===== src/assert_macros.svh =====
// ---------------------------------------------------------------------------
// assert_macros.svh
// shared concurrent assertion macros, sampled on clk, disabled in reset
// ---------------------------------------------------------------------------
`ifndef ASSERT_MACROS_SVH
`define ASSERT_MACROS_SVH

// condition must hold at every clock edge out of reset
`define WEV_ASSERT_ALWAYS(lbl, cond, msg) \
    lbl: assert property (@(posedge clk) disable iff (!rst_n) (cond)) else $error(msg);

// consequent must hold in the cycle after the antecedent
`define WEV_ASSERT_NEXT(lbl, ante, cons, msg) \
    lbl: assert property (@(posedge clk) disable iff (!rst_n) (ante) |=> (cons)) \
        else $error(msg);

`endif


===== src/wev_pkg.sv =====
// ---------------------------------------------------------------------------
// wev_pkg
// widths, constants and shared types of the windowed encoder velocity block
// ---------------------------------------------------------------------------
package wev_pkg;

    localparam int ANGLE_W     = 21;
    localparam int TIME_W      = 32;
    localparam int SCALE_W     = 32;
    localparam int VEL_W       = 32;
    localparam int ABS_W       = ANGLE_W;
    localparam int DIFF_W      = ANGLE_W + 2;
    localparam int MAG_W       = ABS_W + SCALE_W;
    localparam int SAMPLE_W    = ANGLE_W + TIME_W;
    localparam int IN_TDATA_W  = ((SAMPLE_W + 7) / 8) * 8;
    localparam int OUT_TDATA_W = ((VEL_W + 7) / 8) * 8;
    localparam int DIV_CNT_W   = $clog2(MAG_W + 1);

    localparam int APB_DATA_W  = 32;
    localparam int APB_ADDR_W  = 3;
    localparam int REG_IDX_W   = 1;

    localparam logic [REG_IDX_W-1:0] REG_SCALE = 1'b0;

    localparam logic OP_MEASURE = 1'b0;
    localparam logic OP_PRIME   = 1'b1;

    localparam logic [SCALE_W-1:0] SCALE_RESET = 32'd33379422;

    localparam logic signed [DIFF_W-1:0] HALF_TURN = 23'sd1048576;
    localparam logic signed [DIFF_W-1:0] FULL_TURN = 23'sd2097152;

    localparam logic [VEL_W-1:0] VEL_MAX = 32'h7FFF_FFFF;
    localparam logic [VEL_W-1:0] VEL_MIN = 32'h8000_0000;

    typedef struct packed {
        logic busy;
        logic done;
    } div_stat_t;

endpackage


===== src/wev_ram.sv =====
// ---------------------------------------------------------------------------
// wev_ram
// generic simple dual port ram, one write port, one registered read port
// ---------------------------------------------------------------------------
module wev_ram #(
    parameter int WIDTH = 8,
    parameter int DEPTH = 16
) (
    input  logic                                           clk,
    input  logic                                           we,
    input  logic [((DEPTH > 1) ? $clog2(DEPTH) : 1)-1:0]   waddr,
    input  logic [WIDTH-1:0]                               wdata,
    input  logic [((DEPTH > 1) ? $clog2(DEPTH) : 1)-1:0]   raddr,
    output logic [WIDTH-1:0]                               rdata
);

    logic [WIDTH-1:0] mem_reg [DEPTH];
    logic [WIDTH-1:0] rdata_reg;

    always_ff @(posedge clk)
    begin
        if (we)
        begin
            mem_reg[waddr] <= wdata;
        end
        rdata_reg <= mem_reg[raddr];
    end

    assign rdata = rdata_reg;

endmodule


===== src/wev_div.sv =====
// ---------------------------------------------------------------------------
// wev_div
// restoring unsigned divider, one quotient bit per cycle
// ---------------------------------------------------------------------------
module wev_div (
    input  logic                        clk,
    input  logic                        rst_n,
    input  logic                        start,
    input  logic [wev_pkg::MAG_W-1:0]   dividend,
    input  logic [wev_pkg::TIME_W-1:0]  divisor,
    output logic [wev_pkg::MAG_W-1:0]   quotient,
    output wev_pkg::div_stat_t          stat
);

    import wev_pkg::*;

    logic [MAG_W-1:0]     quo_reg, quo_next;
    logic [TIME_W-1:0]    rem_reg, rem_next;
    logic [TIME_W-1:0]    dvs_reg, dvs_next;
    logic [DIV_CNT_W-1:0] cnt_reg, cnt_next;
    logic                 busy_reg, busy_next;
    logic                 done_reg, done_next;
    logic [TIME_W:0]      trial;
    logic [TIME_W:0]      trial_sub;
    logic                 ge;

    always_comb
    begin
        trial     = {rem_reg, quo_reg[MAG_W-1]};
        trial_sub = trial - {1'b0, dvs_reg};
        ge        = (trial >= {1'b0, dvs_reg});

        quo_next  = quo_reg;
        rem_next  = rem_reg;
        dvs_next  = dvs_reg;
        cnt_next  = cnt_reg;
        busy_next = busy_reg;
        done_next = 1'b0;

        if (start)
        begin
            quo_next  = dividend;
            rem_next  = '0;
            dvs_next  = divisor;
            cnt_next  = DIV_CNT_W'(MAG_W);
            busy_next = 1'b1;
        end
        else if (busy_reg)
        begin
            quo_next = {quo_reg[MAG_W-2:0], ge};
            rem_next = ge ? trial_sub[TIME_W-1:0] : trial[TIME_W-1:0];
            cnt_next = cnt_reg - 1'b1;
            if (cnt_reg == DIV_CNT_W'(1))
            begin
                busy_next = 1'b0;
                done_next = 1'b1;
            end
        end
    end

    always_ff @(posedge clk or negedge rst_n)
    begin
        if (!rst_n)
        begin
            cnt_reg  <= '0;
            busy_reg <= 1'b0;
            done_reg <= 1'b0;
        end
        else
        begin
            cnt_reg  <= cnt_next;
            busy_reg <= busy_next;
            done_reg <= done_next;
        end
    end

    always_ff @(posedge clk)
    begin
        quo_reg <= quo_next;
        rem_reg <= rem_next;
        dvs_reg <= dvs_next;
    end

    assign quotient  = quo_reg;
    assign stat.busy = busy_reg;
    assign stat.done = done_reg;

endmodule


===== src/windowed_encoder_velocity_top.sv =====
// ---------------------------------------------------------------------------
// windowed_encoder_velocity_top
// moving window encoder velocity: ring of past samples in ram, signed
// q16.16 velocity from angle and time differences over the window
// ---------------------------------------------------------------------------
//  channel   dir  handshake            payload
//  s_*       in   s_tvalid/s_tready    tdata: angle, timestamp; tuser: op
//  m_*       out  m_tvalid/m_tready    tdata: velocity_q16; tuser: saturated
//  apb       in   psel/penable/pready  scale_factor at byte address 0
//
//  prime transfer: no result
//  measure transfer: no new input until the result leaves S_DONE; the result
//  comes through S_READ, S_MUL, S_CHK, the 53 step divider at one quotient bit
//  per cycle and S_DONE, with the divider skipped when dt or the product is zero
//  a finished result waits in the output register while a new item is taken;
//  a second result held behind it stays in the last state and holds off input
//  reset: ring reads as zero through per-entry valid bits, no clearing pass
// ---------------------------------------------------------------------------
`include "assert_macros.svh"

module windowed_encoder_velocity_top #(
    parameter int DEPTH = 16
) (
    input  logic                                clk,
    input  logic                                rst_n,
    input  logic                                s_tvalid,
    output logic                                s_tready,
    input  logic [wev_pkg::IN_TDATA_W-1:0]      s_tdata,    // angle, timestamp, zero pad
    input  logic                                s_tuser,    // op
    output logic                                m_tvalid,
    input  logic                                m_tready,
    output logic [wev_pkg::OUT_TDATA_W-1:0]     m_tdata,    // velocity_q16
    output logic                                m_tuser,    // saturated
    input  logic                                psel,
    input  logic                                penable,
    input  logic                                pwrite,
    input  logic [wev_pkg::APB_ADDR_W-1:0]      paddr,
    input  logic [wev_pkg::APB_DATA_W-1:0]      pwdata,
    output logic [wev_pkg::APB_DATA_W-1:0]      prdata,
    output logic                                pready
);

    import wev_pkg::*;

    localparam int IDX_W = (DEPTH > 1) ? $clog2(DEPTH) : 1;
    localparam logic [IDX_W-1:0] IDX_LAST = IDX_W'(DEPTH - 1);

    localparam logic [2:0] S_IDLE = 3'd0;
    localparam logic [2:0] S_READ = 3'd1;
    localparam logic [2:0] S_MUL  = 3'd2;
    localparam logic [2:0] S_CHK  = 3'd3;
    localparam logic [2:0] S_DIV  = 3'd4;
    localparam logic [2:0] S_DONE = 3'd5;

    logic [2:0]         state_reg, state_next;
    logic [IDX_W-1:0]   ring_idx_reg, ring_idx_next;
    logic [DEPTH-1:0]   valid_reg, valid_next;
    logic [ANGLE_W-1:0] prime_ang_reg, prime_ang_next;
    logic [TIME_W-1:0]  prime_ts_reg, prime_ts_next;
    logic [SCALE_W-1:0] scale_reg, scale_next;
    logic               out_valid_reg, out_valid_next;

    logic [ANGLE_W-1:0] ang_reg, ang_next;
    logic [TIME_W-1:0]  ts_reg, ts_next;
    logic [ABS_W-1:0]   abs_reg, abs_next;
    logic               pos_reg, pos_next;
    logic [TIME_W-1:0]  dt_reg, dt_next;
    logic [MAG_W-1:0]   mag_reg, mag_next;
    logic [VEL_W-1:0]   vel_reg, vel_next;
    logic               sat_reg, sat_next;

    logic                 in_xfer;
    logic                 cfg_wr;
    logic [REG_IDX_W-1:0] reg_idx;
    logic                 ram_we;
    logic [SAMPLE_W-1:0]  ram_rdata;
    logic [ANGLE_W-1:0]   old_ang;
    logic [TIME_W-1:0]    old_ts;
    logic signed [DIFF_W-1:0] diff_raw;
    logic signed [DIFF_W-1:0] diff_wrap;
    logic signed [DIFF_W-1:0] diff_abs;
    logic                 mag_zero;
    logic                 dt_zero;
    logic                 div_start;
    logic [MAG_W-1:0]     div_quo;
    div_stat_t            div_stat;
    logic [VEL_W-1:0]     res_vel;
    logic                 res_sat;
    logic                 q_gt_min;
    logic                 q_gt_max;

    assign s_tready = (state_reg == S_IDLE);
    assign in_xfer  = s_tvalid && s_tready;
    assign pready   = 1'b1;
    assign cfg_wr   = psel && penable && pwrite && pready;
    assign reg_idx  = paddr[APB_ADDR_W-1 -: REG_IDX_W];
    assign prdata   = (reg_idx == REG_SCALE) ? scale_reg : '0;

    assign ram_we    = (state_reg == S_READ);
    assign mag_zero  = (mag_reg == '0);
    assign dt_zero   = (dt_reg == '0);
    assign div_start = (state_reg == S_CHK) && !mag_zero && !dt_zero;

    wev_ram #(
        .WIDTH (SAMPLE_W),
        .DEPTH (DEPTH)
    ) u_ring (
        .clk   (clk),
        .we    (ram_we),
        .waddr (ring_idx_reg),
        .wdata ({ts_reg, ang_reg}),
        .raddr (ring_idx_reg),
        .rdata (ram_rdata)
    );

    wev_div u_div (
        .clk      (clk),
        .rst_n    (rst_n),
        .start    (div_start),
        .dividend (mag_reg),
        .divisor  (dt_reg),
        .quotient (div_quo),
        .stat     (div_stat)
    );

    // old sample, angle difference wrapped to a half turn
    always_comb
    begin
        old_ang  = valid_reg[ring_idx_reg] ? ram_rdata[ANGLE_W-1:0] : prime_ang_reg;
        old_ts   = valid_reg[ring_idx_reg] ? ram_rdata[ANGLE_W +: TIME_W] : prime_ts_reg;
        diff_raw = $signed({2'b00, ang_reg}) - $signed({2'b00, old_ang});
        if (diff_raw > HALF_TURN)
        begin
            diff_wrap = diff_raw - FULL_TURN;
        end
        else if (diff_raw < -HALF_TURN)
        begin
            diff_wrap = diff_raw + FULL_TURN;
        end
        else
        begin
            diff_wrap = diff_raw;
        end
        diff_abs = diff_wrap[DIFF_W-1] ? -diff_wrap : diff_wrap;
    end

    // sign, saturation, zero product and zero dt handling
    always_comb
    begin
        q_gt_min = (|div_quo[MAG_W-1:VEL_W]) || (div_quo[VEL_W-1] && (|div_quo[VEL_W-2:0]));
        q_gt_max = |div_quo[MAG_W-1:VEL_W-1];
        res_vel  = '0;
        res_sat  = 1'b0;
        if (mag_zero)
        begin
            res_sat = dt_zero;
        end
        else if (dt_zero)
        begin
            res_sat = 1'b1;
            res_vel = pos_reg ? VEL_MIN : VEL_MAX;
        end
        else if (pos_reg)
        begin
            res_sat = q_gt_min;
            res_vel = q_gt_min ? VEL_MIN : (VEL_W'(0) - div_quo[VEL_W-1:0]);
        end
        else
        begin
            res_sat = q_gt_max;
            res_vel = q_gt_max ? VEL_MAX : div_quo[VEL_W-1:0];
        end
    end

    always_comb
    begin
        state_next     = state_reg;
        ring_idx_next  = ring_idx_reg;
        valid_next     = valid_reg;
        prime_ang_next = prime_ang_reg;
        prime_ts_next  = prime_ts_reg;
        scale_next     = scale_reg;
        out_valid_next = out_valid_reg;
        ang_next       = ang_reg;
        ts_next        = ts_reg;
        abs_next       = abs_reg;
        pos_next       = pos_reg;
        dt_next        = dt_reg;
        mag_next       = mag_reg;
        vel_next       = vel_reg;
        sat_next       = sat_reg;

        if (cfg_wr && (reg_idx == REG_SCALE))
        begin
            scale_next = pwdata[SCALE_W-1:0];
        end

        if (out_valid_reg && m_tready)
        begin
            out_valid_next = 1'b0;
        end

        unique case (state_reg)
            S_IDLE:
            begin
                if (in_xfer)
                begin
                    ang_next = s_tdata[ANGLE_W-1:0];
                    ts_next  = s_tdata[ANGLE_W +: TIME_W];
                    if (s_tuser == OP_PRIME)
                    begin
                        prime_ang_next = s_tdata[ANGLE_W-1:0];
                        prime_ts_next  = s_tdata[ANGLE_W +: TIME_W];
                        valid_next     = '0;
                        ring_idx_next  = '0;
                    end
                    else
                    begin
                        state_next = S_READ;
                    end
                end
            end
            S_READ:
            begin
                abs_next = diff_abs[ABS_W-1:0];
                pos_next = !diff_wrap[DIFF_W-1] && (diff_wrap != '0);
                dt_next  = ts_reg - old_ts;
                valid_next[ring_idx_reg] = 1'b1;
                ring_idx_next = (ring_idx_reg == IDX_LAST) ? '0 : ring_idx_reg + 1'b1;
                state_next = S_MUL;
            end
            S_MUL:
            begin
                mag_next   = abs_reg * scale_reg;
                state_next = S_CHK;
            end
            S_CHK:
            begin
                state_next = div_start ? S_DIV : S_DONE;
            end
            S_DIV:
            begin
                if (div_stat.done)
                begin
                    state_next = S_DONE;
                end
            end
            S_DONE:
            begin
                if (!out_valid_reg || m_tready)
                begin
                    vel_next       = res_vel;
                    sat_next       = res_sat;
                    out_valid_next = 1'b1;
                    state_next     = S_IDLE;
                end
            end
            default:
            begin
                state_next = S_IDLE;
            end
        endcase
    end

    always_ff @(posedge clk or negedge rst_n)
    begin
        if (!rst_n)
        begin
            state_reg     <= S_IDLE;
            ring_idx_reg  <= '0;
            valid_reg     <= '0;
            prime_ang_reg <= '0;
            prime_ts_reg  <= '0;
            scale_reg     <= SCALE_RESET;
            out_valid_reg <= 1'b0;
        end
        else
        begin
            state_reg     <= state_next;
            ring_idx_reg  <= ring_idx_next;
            valid_reg     <= valid_next;
            prime_ang_reg <= prime_ang_next;
            prime_ts_reg  <= prime_ts_next;
            scale_reg     <= scale_next;
            out_valid_reg <= out_valid_next;
        end
    end

    always_ff @(posedge clk)
    begin
        ang_reg <= ang_next;
        ts_reg  <= ts_next;
        abs_reg <= abs_next;
        pos_reg <= pos_next;
        dt_reg  <= dt_next;
        mag_reg <= mag_next;
        vel_reg <= vel_next;
        sat_reg <= sat_next;
    end

    assign m_tvalid = out_valid_reg;
    assign m_tdata  = OUT_TDATA_W'(vel_reg);
    assign m_tuser  = sat_reg;

    `WEV_ASSERT_ALWAYS(a_idle_div_free, !s_tready || !div_stat.busy, "input taken while divider busy")
    `WEV_ASSERT_NEXT(a_measure_read, in_xfer && (s_tuser == OP_MEASURE), state_reg == S_READ, "measure transfer did not start ring read")
    `WEV_ASSERT_NEXT(a_prime_clear, in_xfer && (s_tuser == OP_PRIME), (valid_reg == '0) && (ring_idx_reg == '0), "prime transfer did not reset ring")
    `WEV_ASSERT_NEXT(a_done_idle, div_stat.done, state_reg == S_DONE, "divider result not picked up")

endmodule

===== config.mk =====
export PLATFORM = sky130hd
export DESIGN_NAME = windowed_encoder_velocity_top
export DESIGN_NICKNAME = d
export VERILOG_FILES = /design/src/wev_pkg.sv /design/src/wev_ram.sv /design/src/wev_div.sv /design/src/windowed_encoder_velocity_top.sv
export VERILOG_INCLUDE_DIRS = /design/src /design/src/src
export SDC_FILE = /design/constraint.sdc
export NUM_CORES = 2
export LEC_CHECK = 0
export ABC_CLOCK_PERIOD_IN_PS = 13400
export BUFFER_PORTS_ARGS = -buffer_cell sky130_fd_sc_hd__buf_4
export CELL_PAD_IN_SITES_DETAIL_PLACEMENT = 1
export CELL_PAD_IN_SITES_GLOBAL_PLACEMENT = 2
export CORE_MARGIN = 1
export CORE_UTILIZATION = 36
export DETAILED_ROUTE_END_ITERATION = 8
export GPL_ROUTABILITY_DRIVEN = 0
export PLACE_DENSITY = 0.66
export SLEW_MARGIN = 0
export SYNTH_ARGS = -nofsm -noshare
export SYNTH_HDL_FRONTEND = slang
export SYNTH_HIERARCHICAL = 1
export SYNTH_SLANG_ARGS = --single-unit

===== constraint.sdc =====
create_clock -name clk -period 13.4 [get_ports clk]
set_input_delay 2.68 -clock clk [delete_from_list [all_inputs] [get_ports clk]]
set_output_delay 2.68 -clock clk [all_outputs]
set_load 0.01 [all_outputs]

==> summary.txt <==
Placement
  – Post-DP HPWL: approximately 140 mm
  – Post-placement cell area: approximately 81000 µm²
  – Place WS: around 5.4 ns
  – I/O Buffers: 160

Clock network
  – Setup Buffers After CTS: 0
  – Post_cts resized: 0
  – Clock root buffer master: clkbuf_16
  – Hold_buf cts: 0
  – H-tree depth: 4
  – Clock transition at path regs: roughly 0.060 ns
  – CTS Buffer Depth: 3
  – Clk_lat worst skew: slightly above 0.8 ns
  – CTS Buf Count: around 150
  – CTS tree: done
  – Clock sink total: about 1300

STA
  – Clk_skew: 0.05812 ns
  – Period utilisation layout: between 60 and 70%
  – Setup Viol. Count Final: 0
  – Hold Fails Final Rpt: 0
  – Final worst slack: about 5.3 ns
  – Final Slew Violations: 0
  – Fmax: approximately 120 MHz
  – Setup repair after global routing missed its margin: no
  – Final min period: about 8.1 ns
  – Max_slew headroom: between 10% and 20%
  – Setup TNS: 0 ns
  – Worst slew pin tran: 1.238 ns

Routing
  – Routed len/inst: approximately 23 µm
  – ANT nets after route: 0
  – Initial DRC Count: ~2400
  – Total number of vias: 46050
  – Total Routed Length: just over 200 mm
  – DRC: 0
  – Drt pass-1 iters: 5
  – Drt via density: approximately 5.2

Synth
  – Average cell area after synthesis: approximately 13 µm²
  – Syn Nets: 6729
  – Synth warn: 6
  – Cells after synthesis: 5805
  – Mapped cell area: 77180 µm²

Global route
  – Largest net degree at the start of global routing: 75
  – Number of global-route vias before repair: 50070
  – Initial antenna violation count: 4
  – Total GRT Usage: approximately a fifth
  – First-pass GRT wire length: 317.0 mm
  – Global route overflow: 0

Final layout
  – Fillers: between 20000 and 25000
  – Share of layout cells above drive strength 1: between 10% and 20%
  – Max reg flops: approximately 850
  – Final #Nets: around 6800
  – Post-route cell area: between 80000 and 90000 µm²
  – Area delta synth->final: 11.93%

Critical path
  – Worst endpoint data arrival time: between 8 and 9 ns
  – Most used cell, CP: fa_1
  – CP max stage cell: dfrtp_1
  – Crit path max fanout: 23
  – Critical path's top delay family: adder cells
  – Worst-path cell chain: and2_1 > fa_1 > fa_1 > inv_1 > fa_1 > inv_1 > fa_1 > inv_1 > fa_1 > inv_1 > fa_1 > inv_1 > fa_1 > inv_1 > ha_1 > and3_1 > a221oi_1 > a211oi_1 > a211oi_1 > o41a_1 > o211ai_1 > a21oi_1 > o21ai_1 > xnor2_1
  – Buf+Inv Stages, Crit Path: 6
  – Worst setup EP type: register
  – CP Launch Type: register
  – CP Data Required Time: roughly 14 ns
  – Crit Path Class: register to register
  – Crit-path max cell delay: 0.84 ns

Hold path
  – Tightest Hold Check Type: register to register

Floorplan
  – Die Ht: roughly 470 µm
  – Die area: around 220000 µm²
  – Core area: about 210000 µm²
  – Site Rows: about 170
  – Die width: roughly 470 µm
  – Top Ports: about 170
  – Starting Density: between 30% and 40%

Run status
  – Status: complete, no violations

Flow run
  – MaxCap Viol Count: 0
[layer usage]
layer,track usage [%],part of all wire [%],vias to the layer above
li1,-,-,20470
met1,26.80,46,24600
met2,32.43,49,763
met3,2.354,3.6,209
met4,4.400,1.8,0
met5,0,0,-
[worst register-to-register path, cell delays in order, from the launching register on]
cell and delay [ns]:
dfrtp_1 0.84, and2_1 0.45, fa_1 0.42, fa_1 0.50, inv_1 0.05, fa_1 0.47, inv_1 0.05, fa_1 0.49
inv_1 0.05, fa_1 0.55, inv_1 0.05, fa_1 0.47, inv_1 0.05, fa_1 0.49, inv_1 0.05, ha_1 0.34
and3_1 0.21, a221oi_1 0.48, a211oi_1 0.24, a211oi_1 0.45, o41a_1 0.34, o211ai_1 0.15, a21oi_1 0.31, o21ai_1 0.15
xnor2_1 0.14
[cell type report]
class,count,area (µm²),area share [%]
sequential,1328,38470,44.54
multi-input combinational,3470,34950,40.46
clock buffer,188,3902,4.518
tap,2821,3530,4.086
inverter,704,2643,3.059
timing repair buffer,243,1828,2.116
clock inverter,85,1045,1.209
antenna,6,15.01,0.01738
[placed cells by master, fill, tap and decap left out, types with 54 or more instances in the layout]
master and count:
clkbuf_16 147, dfrtp_1 98, mux4_2 216, xnor2_1 88
and2_1 377, ha_1 255, buf_4 242, a21oi_1 158
dfxtp_1 85, mux2i_1 80, edfxtp_1 1126, a21o_1 70
xor2_1 54, o21ai_0 65, fa_1 570, nor2_1 192
nand2_1 462, a22oi_1 108, inv_1 702, mux2_2 142
[through the flow]
stage / hold WS, ns / cells / util [%]
2_1_floorplan: 0.4268 / 5805 / -
3_3_place_gp: 0.4356 / 8566 / 38.31
3_5_place_dp: 0.4355 / 8566 / 38.31
4_1_cts: 0.4496 / 8839 / 40.64
5_1_grt: 0.4629 / 8844 / 40.65
6_report: 0.4506 / 8845 / 40.65
[final timing paths]
path	start	end	slack, ns	cells past startpoint
worst max register to register	scale_reg[5]	mag_reg[52]	5.35	24
worst max-delay path	scale_reg[5]	mag_reg[52]	5.35	24
min in group asynchronous	rst_n	m_tvalid	1.80	1
max in group asynchronous	rst_n	ring_idx_reg[0]	9.44	3
worst min-delay path	dt_reg[6]	u_div/dvs_reg[6]	0.45	0
worst min register to register	dt_reg[6]	u_div/dvs_reg[6]	0.45	0
Power is left out: the tool's default activity adds up to more than one toggle a clock period on the data nets, which glitch-free logic cannot reach.
